## src/rtl/wsht_pkg.sv

```systemverilog
`default_nettype none

package wsht_pkg;

	// width of the reported window number
	localparam int unsigned ID_W = 5;

	// operation codes on the input channel
	localparam logic OP_LOAD  = 1'b0;
	localparam logic OP_CLICK = 1'b1;

	typedef enum logic [2:0] {
		ST_IDLE,
		ST_CMP,
		ST_SEL,
		ST_MOVE,
		ST_DONE
	} wsht_state_t;

	typedef struct packed {
		logic latch;
		logic load;
		logic cmp;
		logic sel;
		logic swap;
		logic emit;
	} wsht_cmd_t;

	typedef struct packed {
		logic hit;
		logic at_top;
	} wsht_sts_t;

endpackage

`default_nettype wire

```

## src/rtl/wsht_ctrl.sv

```systemverilog
`default_nettype none

module wsht_ctrl
	import wsht_pkg::*;
(
	input  wire logic      clk,
	input  wire logic      arst_n,
	input  wire logic      in_valid,
	input  wire logic      operation,
	input  wire logic      out_free,
	input  wire wsht_sts_t sts,
	output logic           in_stall,
	output wsht_cmd_t      cmd
);

	wsht_state_t state_q, state_d;
	logic        accept;

	assign in_stall = (state_q != ST_IDLE);
	assign accept   = in_valid && !in_stall;

	always_ff @(posedge clk or negedge arst_n) begin
		if (!arst_n) begin
			state_q <= ST_IDLE;
		end else begin
			state_q <= state_d;
		end
	end

	always_comb begin
		state_d = state_q;
		case (state_q)
			ST_IDLE: begin
				if (accept && (operation == OP_CLICK)) begin
					state_d = ST_CMP;
				end
			end
			ST_CMP:  state_d = ST_SEL;
			ST_SEL:  state_d = sts.hit ? ST_MOVE : ST_DONE;
			ST_MOVE: begin
				if (sts.at_top) begin
					state_d = ST_DONE;
				end
			end
			ST_DONE: begin
				if (out_free) begin
					state_d = ST_IDLE;
				end
			end
			default: state_d = ST_IDLE;
		endcase
	end

	always_comb begin
		cmd = '0;
		case (state_q)
			ST_IDLE: begin
				cmd.latch = accept;
				cmd.load  = accept && (operation == OP_LOAD);
			end
			ST_CMP:  cmd.cmp  = 1'b1;
			ST_SEL:  cmd.sel  = 1'b1;
			ST_MOVE: cmd.swap = !sts.at_top;
			ST_DONE: cmd.emit = out_free;
			default: cmd = '0;
		endcase
	end

endmodule

`default_nettype wire

```

## src/rtl/wsht_dpath.sv

```systemverilog
`default_nettype none

module wsht_dpath
	import wsht_pkg::*;
#(
	parameter int unsigned MAX_WINDOWS = 16,
	parameter int unsigned COORD_BITS  = 12
) (
	input  wire logic                  clk,
	input  wire logic                  arst_n,
	input  wire wsht_cmd_t             cmd,
	input  wire logic [COORD_BITS-1:0] point_x,
	input  wire logic [COORD_BITS-1:0] point_y,
	input  wire logic [COORD_BITS-1:0] upper_x,
	input  wire logic [COORD_BITS-1:0] upper_y,
	output wsht_sts_t                  sts,
	output logic                       res_hit,
	output logic [ID_W-1:0]            res_id
);

	localparam int unsigned CNT_W = $clog2(MAX_WINDOWS + 1);

	typedef struct packed {
		logic [COORD_BITS-1:0] left;
		logic [COORD_BITS-1:0] bottom;
		logic [COORD_BITS-1:0] right;
		logic [COORD_BITS-1:0] top;
		logic [CNT_W-1:0]      num;
	} entry_t;

	entry_t                  entry_q [MAX_WINDOWS];
	logic [CNT_W-1:0]        count_q;
	logic [COORD_BITS-1:0]   px_q, py_q;
	logic [MAX_WINDOWS-1:0]  match_s1;
	logic [MAX_WINDOWS-1:0]  pos_q;
	logic [MAX_WINDOWS-1:0]  match_d, top_oh, pos_up, wr_sel;
	logic [MAX_WINDOWS-1:0]  rev, rev_iso, top_hit;
	logic                    full;
	entry_t                  new_entry;
	logic [CNT_W-1:0]        id_or;
	logic [CNT_W+ID_W-1:0]   id_ext;

	assign full   = (count_q == CNT_W'(MAX_WINDOWS));
	assign pos_up = pos_q << 1;

	assign new_entry.left   = point_x;
	assign new_entry.bottom = point_y;
	assign new_entry.right  = upper_x;
	assign new_entry.top    = upper_y;
	assign new_entry.num    = count_q + CNT_W'(1);

	always_ff @(posedge clk or negedge arst_n) begin
		if (!arst_n) begin
			count_q <= '0;
		end else if (cmd.load && !full) begin
			count_q <= count_q + CNT_W'(1);
		end
	end

	always_ff @(posedge clk) begin
		if (cmd.latch) begin
			px_q <= point_x;
			py_q <= point_y;
		end
	end

	// one cell per stack slot: parallel compare, neighbor swap for the raise
	for (genvar j = 0; j < MAX_WINDOWS; j++) begin : g_cell
		entry_t up_w, dn_w;

		if (j < MAX_WINDOWS - 1) begin : g_up
			assign up_w = entry_q[j+1];
		end else begin : g_up_edge
			assign up_w = entry_q[j];
		end
		if (j > 0) begin : g_dn
			assign dn_w = entry_q[j-1];
		end else begin : g_dn_edge
			assign dn_w = entry_q[j];
		end

		assign wr_sel[j]  = !full && (count_q == CNT_W'(j));
		assign top_oh[j]  = (count_q == CNT_W'(j + 1));
		assign match_d[j] = (CNT_W'(j) < count_q)
			&& (px_q >= entry_q[j].left) && (px_q <= entry_q[j].right)
			&& (py_q >= entry_q[j].bottom) && (py_q <= entry_q[j].top);
		assign rev[j]     = match_s1[MAX_WINDOWS-1-j];
		assign top_hit[j] = rev_iso[MAX_WINDOWS-1-j];

		always_ff @(posedge clk) begin
			if (cmd.load && wr_sel[j]) begin
				entry_q[j] <= new_entry;
			end else if (cmd.swap && pos_q[j]) begin
				entry_q[j] <= up_w;
			end else if (cmd.swap && pos_up[j]) begin
				entry_q[j] <= dn_w;
			end
		end
	end

	// isolate the topmost match
	assign rev_iso = rev & (~rev + MAX_WINDOWS'(1));

	always_ff @(posedge clk) begin
		if (cmd.cmp) begin
			match_s1 <= match_d;
		end
	end

	always_ff @(posedge clk or negedge arst_n) begin
		if (!arst_n) begin
			pos_q <= '0;
		end else if (cmd.sel) begin
			pos_q <= top_hit;
		end else if (cmd.swap) begin
			pos_q <= pos_up;
		end
	end

	always_comb begin
		id_or = '0;
		for (int j = 0; j < MAX_WINDOWS; j++) begin
			id_or = id_or | (entry_q[j].num & {CNT_W{pos_q[j]}});
		end
	end

	assign id_ext     = {ID_W'(0), id_or};
	assign res_id     = id_ext[ID_W-1:0];
	assign res_hit    = |pos_q;
	assign sts.hit    = |match_s1;
	assign sts.at_top = |(pos_q & top_oh);

	a_pos_onehot: assert property (@(posedge clk) disable iff (!arst_n)
		$onehot0(pos_q))
		else $error("hit position tracker is not one-hot");

	a_count_range: assert property (@(posedge clk) disable iff (!arst_n)
		count_q <= CNT_W'(MAX_WINDOWS))
		else $error("window count past capacity");

	a_swap_valid: assert property (@(posedge clk) disable iff (!arst_n)
		cmd.swap |-> ((pos_q != '0) && !sts.at_top && !cmd.load))
		else $error("swap without a hit window below the top");

	a_full_drop: assert property (@(posedge clk) disable iff (!arst_n)
		(cmd.load && full) |=> (count_q == CNT_W'(MAX_WINDOWS)))
		else $error("load on a full stack changed the count");

endmodule

`default_nettype wire

```

## src/rtl/window_stack_hit_test_raise_core.sv

```systemverilog
`default_nettype none

// channel | signals                                         | role
// in      | in_valid, in_stall, operation, point_x..upper_y | load or click, one per transfer
// out     | out_valid, out_stall, hit, window_id            | one result per click, none per load
//
// a load leaves the controller idle, so the next item may follow in the next cycle
// a click holds in_stall through compare, select and emit on a miss, and also
// through the raise on a hit: the raise moves the hit window up one slot a cycle
// the result sits in an output register, so a stall on out only delays the
// click after the one whose result waits
// arst_n clears the stack count, controller and output valid; no clearing pass

module window_stack_hit_test_raise_core
	import wsht_pkg::*;
#(
	parameter int unsigned MAX_WINDOWS = 16,
	parameter int unsigned COORD_BITS  = 12
) (
	input  wire logic                  clk,
	input  wire logic                  arst_n,
	input  wire logic                  in_valid,
	output logic                       in_stall,
	input  wire logic                  operation,
	input  wire logic [COORD_BITS-1:0] point_x,
	input  wire logic [COORD_BITS-1:0] point_y,
	input  wire logic [COORD_BITS-1:0] upper_x,
	input  wire logic [COORD_BITS-1:0] upper_y,
	output logic                       out_valid,
	input  wire logic                  out_stall,
	output logic                       hit,
	output logic [ID_W-1:0]            window_id
);

	wsht_cmd_t       cmd;
	wsht_sts_t       sts;
	logic            out_free;
	logic            res_hit;
	logic [ID_W-1:0] res_id;
	logic            out_valid_q;
	logic            hit_q;
	logic [ID_W-1:0] window_id_q;

	// output slot can take a new result when empty or being drained this cycle
	assign out_free = !out_valid_q || !out_stall;

	// sequencing: idle, compare, priority select, raise, emit
	wsht_ctrl u_ctrl (
		.clk      (clk),
		.arst_n   (arst_n),
		.in_valid (in_valid),
		.operation(operation),
		.out_free (out_free),
		.sts      (sts),
		.in_stall (in_stall),
		.cmd      (cmd)
	);

	// window cells, count, hit tracking
	wsht_dpath #(
		.MAX_WINDOWS(MAX_WINDOWS),
		.COORD_BITS (COORD_BITS)
	) u_dpath (
		.clk     (clk),
		.arst_n  (arst_n),
		.cmd     (cmd),
		.point_x (point_x),
		.point_y (point_y),
		.upper_x (upper_x),
		.upper_y (upper_y),
		.sts     (sts),
		.res_hit (res_hit),
		.res_id  (res_id)
	);

	// result register
	always_ff @(posedge clk or negedge arst_n) begin
		if (!arst_n) begin
			out_valid_q <= 1'b0;
		end else if (cmd.emit) begin
			out_valid_q <= 1'b1;
		end else if (!out_stall) begin
			out_valid_q <= 1'b0;
		end
	end

	always_ff @(posedge clk) begin
		if (cmd.emit) begin
			hit_q       <= res_hit;
			window_id_q <= res_id;
		end
	end

	assign out_valid = out_valid_q;
	assign hit       = hit_q;
	assign window_id = window_id_q;

endmodule

`default_nettype wire

```

## config.mk

```make
export PLATFORM = sky130hd
export DESIGN_NAME = window_stack_hit_test_raise_core
export DESIGN_NICKNAME = d
export VERILOG_FILES = /design/src/rtl/wsht_pkg.sv /design/src/rtl/wsht_ctrl.sv /design/src/rtl/wsht_dpath.sv /design/src/rtl/window_stack_hit_test_raise_core.sv
export SDC_FILE = /design/constraint.sdc
export NUM_CORES = 2
export LEC_CHECK = 0
export ABC_AREA = 1
export BUFFER_PORTS_ARGS = -buffer_cell sky130_fd_sc_hd__buf_4
export CAP_MARGIN = 10
export CORE_ASPECT_RATIO = 2
export CORE_MARGIN = 3
export CORE_UTILIZATION = 30
export DETAILED_ROUTE_END_ITERATION = 8
export PLACE_DENSITY = 0.46
export REMOVE_ABC_BUFFERS = 1
export SYNTH_ARGS = -nofsm -noshare
export SYNTH_HDL_FRONTEND = slang
export SYNTH_HIERARCHICAL = 1
export SYNTH_SLANG_ARGS = --single-unit
export TNS_END_PERCENT = 30
```

## constraint.sdc

```tcl
create_clock -name clk -period 6.41 [get_ports clk]
set_input_delay 0.3205 -clock clk [delete_from_list [all_inputs] [get_ports clk]]
set_output_delay 0.3205 -clock clk [all_outputs]
set_load 0.005 [all_outputs]
```

==> summary.md <==
| Metric | Value |
|---|---|
| Final Max Tran Viols | 0 |
| Root Buffer | clkbuf_16 |
| Data required, critical path | 6.87 ns |
| Ys flop type | edfxtp_1 |
| Final GP Congestion | 0.9279 |
| First-pass GRT wire length | between 400000 and 500000 um |
| Vias in the first global route | 58591 |
| Critical Path End Type | flop |
| WL/cell | 26.94 um |
| Post-Syn Area | 66280 um2 |
| Residual DRC | 0 |
| Ranking of synthesized cells by area | edfxtp_1 41%, ha_1 15%, nand2_1 11% |
| Synthesized flop and latch total | between 900 and 1000 |
| Layout Skew | 0.02364 ns |
| Die height | 670.8 um |
| # setup viols final | 0 |
| Least-Margin Pin Slew | 1.194 ns |
| Warning count from the yosys run | 6 |
| Post-synth top area share | 0.4050 |
| Crit path time final | 5.249 ns |
| Clock tree from TritonCTS | built |
| Port bufs | 60 |
| Most frequent cell after synthesis | nand2_1 |
| Peak VDD IR | 200.7 uV |
| Setup_tns | 0 ns |
| Die ar. | 227000 um2 |
| Status | finished clean |
| Die X | 338.4 um |
| Fraction of registers with async set/reset | 0.02720 |
| Layout area overhead | 10.87% |
| Post-CTS sizing | 0 |
| Initial antenna violation count | 14 |
| Register area | 27470 um2 |
| Worst Hold Class | in -> reg |
| Detail Placement HPWL | approximately 210000 um |
| Drt first-iter violations | roughly 4600 |
| Util after Layout | 0.3348 |
| Final wirelength | approximately 290000 um |
| Boundary Pins | 61 |
| Synth cell count leaders | 1948 x nand2_1, 1207 x inv_1, 894 x edfxtp_1 |
| Htree depth | 3 |
| Detailed Routing Iterations Pass 1 | 6 |
| Max_cap viols | 0 |
| CTS sink count | 919 |
| Total CTS buffers | 95 |
| # nets final | around 8700 |
| CP Max Fanout | 46 |
| Slew headroom | 0.2040 |
| Final Hold Viols | 0 |
| Filler cells | 23146 |
| Synth cell types | 46 |
| Layout cell share with drive strength beyond 1 | 0.05798 |
| Vias per cell | between 5 and 6 |
| Worst Setup Start Kind | flop |
| Number of synthesized flops with an enable pin | 894 |
| RSZ-0062 raised after global routing | no |
| Initial core utilization | 0.3020 |
| FMAX | between 150 and 200 MHz |
| Sequential area share after synthesis | 0.4144 |
| Clock transition at path regs | 0.07 ns |
| Remaining antenna violation count | 0 |
| DR vias | 58290 |
| Multi-input logic area | 32650 um2 |
| Avg Synthesized Cell Area | between 8 and 9 um2 |
| Total grt overflow | 0 |
| Cell count after synthesis | 7963 |
| P_leak | 33.47 nW |
| Clock Path Buffers | 3 |
| Largest net degree at the start of global routing | 83 |
| WS Path Type | reg -> reg |
| Final period util | 0.8189 |
| Synth area leader | edfxtp_1 |
| Clock Latency Late Sink | around 0.74 ns |
| PwrDens | 266.8 nW/um2 |
| CORE AREA | approximately 220000 um2 |
| WP data arrival | 5.70 ns |
| Num rows | approximately 240 |
| Total track usage | 0.2533 |
[per-layer routing]
layer,track usage,wire [um]
met4,0.2331,33260
met5,0,58
met3,0.02900,13510
met1,0.2441,96300
met2,0.4683,151300
[worst paths after layout]
check                                      start  cells past startpoint                      end  slack [ns]
min reg2reg                u_dpath/entry_q[0][0]                      2   u_dpath/entry_q[0][53]        0.57
min                                   upper_y[0]                      3    u_dpath/entry_q[0][5]         0.1
max                           u_dpath/count_q[0]                     17  u_dpath/entry_q[1][351]        1.16
max reg2reg                   u_dpath/count_q[0]                     17  u_dpath/entry_q[1][351]        1.16
max in group asynchronous                 arst_n                      2        u_dpath/pos_q[13]        5.90
min in group asynchronous                 arst_n                      2        u_ctrl/state_q[0]        0.20
[critical path, cell delays in order, from the launching register on]
cell      delay, ns
dfrtp_1        0.73
inv_2          0.35
ha_1           0.30
inv_1          0.18
nor2_1         0.15
nand3_1        0.11
nand4_1        0.09
nor2_1         0.20
nand2_1        0.09
nor2_1         0.14
nand2_2        0.10
inv_1          0.40
nand2_1        0.34
inv_1          0.24
nand3_4        0.55
buf_4          0.60
o211ai_1       0.20
o21ai_0        0.13
[kinds of logic (layout without fill, tap and decap cells)]
family                     Yosys count  count (layout)  share of synthesized area
xor gates and xnor gates             3               3                  0.0003965
other                                0               5                          0
and+or+nand+nor                   2765            2765                     0.1684
adders and majority gates          771             771                     0.1455
AOI/OAI and AO/OA                 1888            1888                     0.1724
buffers and inverters             1617            1639                    0.09880
DFF                                919             919                     0.4144
[report_power, final]
part           internal, mW  switching [mW]  total [mW]
clock network          2.97            2.75        5.72
registers              7.30           0.439        7.74
logic                  1.86            4.29        6.15
[what timing repair did]
item,4_1_cts,5_1_grt
setup buffers,0,0
hold buffers,49,0
endpoints found under the hold margin,165,0
[placed cells by master (no fill, tap or decap), types with 10 or more instances in the layout]
cell type      instances
buf_4                177
clkbuf_1              22
nand3_1              157
nor3_1                41
nand4_1               98
clkinv_1              19
inv_1               1206
o211ai_1             510
nand2_4               20
o21ai_2               41
inv_2                 15
buf_12                16
o22ai_1               61
clkbuf_16             96
o21ai_0              722
o21bai_1              17
o21ai_1               68
a31oi_1              116
nor2_1               442
nand2_2               12
o221ai_1              10
dfrtp_1               25
a21o_1                47
a21oi_1              249
nand3_4               25
ha_1                 771
edfxtp_1             894
o21a_1                33
dlygate4sd3_1         49
clkinv_2              20
nand2_1             1941
[sequential cells by signal (all words and copies together) (netlist names)]
signal and cells:
out_valid 1, u_dpath/py_q 12, u_dpath/match_s1 16, u_ctrl/state_q 3
u_dpath/entry_q 848, window_id 5, u_dpath/px_q 12, u_dpath/pos_q 16
hit 1, u_dpath/count_q 5
[final cells by class]
cell class | count | area share
clock inverter | 50 | 0.005414
inverter | 1225 | 0.06262
antenna | 5 | 0.0001703
sequential | 919 | 0.3738
tap | 2940 | 0.05005
timing repair buffer | 242 | 0.02911
multi-input combinational | 5427 | 0.4443
clock buffer | 122 | 0.03456
[per-stage QoR]
| step | hold slack (ns) | instances | setup WS, ns | power (mW) | area (um2) |
|---|---|---|---|---|---|
| after floorplan | 0.02491 | 7571 | 1.636 | 11.24 | 64330 |
| after detailed placement | 0.2876 | 10704 | 1.256 | 13.95 | 70050 |
| after global placement | 0.2861 | 10704 | 1.254 | 13.81 | 70050 |
| after CTS | 0.04032 | 10925 | 1.228 | 19.76 | 73480 |
| final | 0.09978 | 10930 | 1.161 | 19.61 | 73490 |
| after global routing | 0.1210 | 10926 | 0.9157 | 20.61 | 73480 |
No activity file was read; power rests on OpenSTA's default activity.
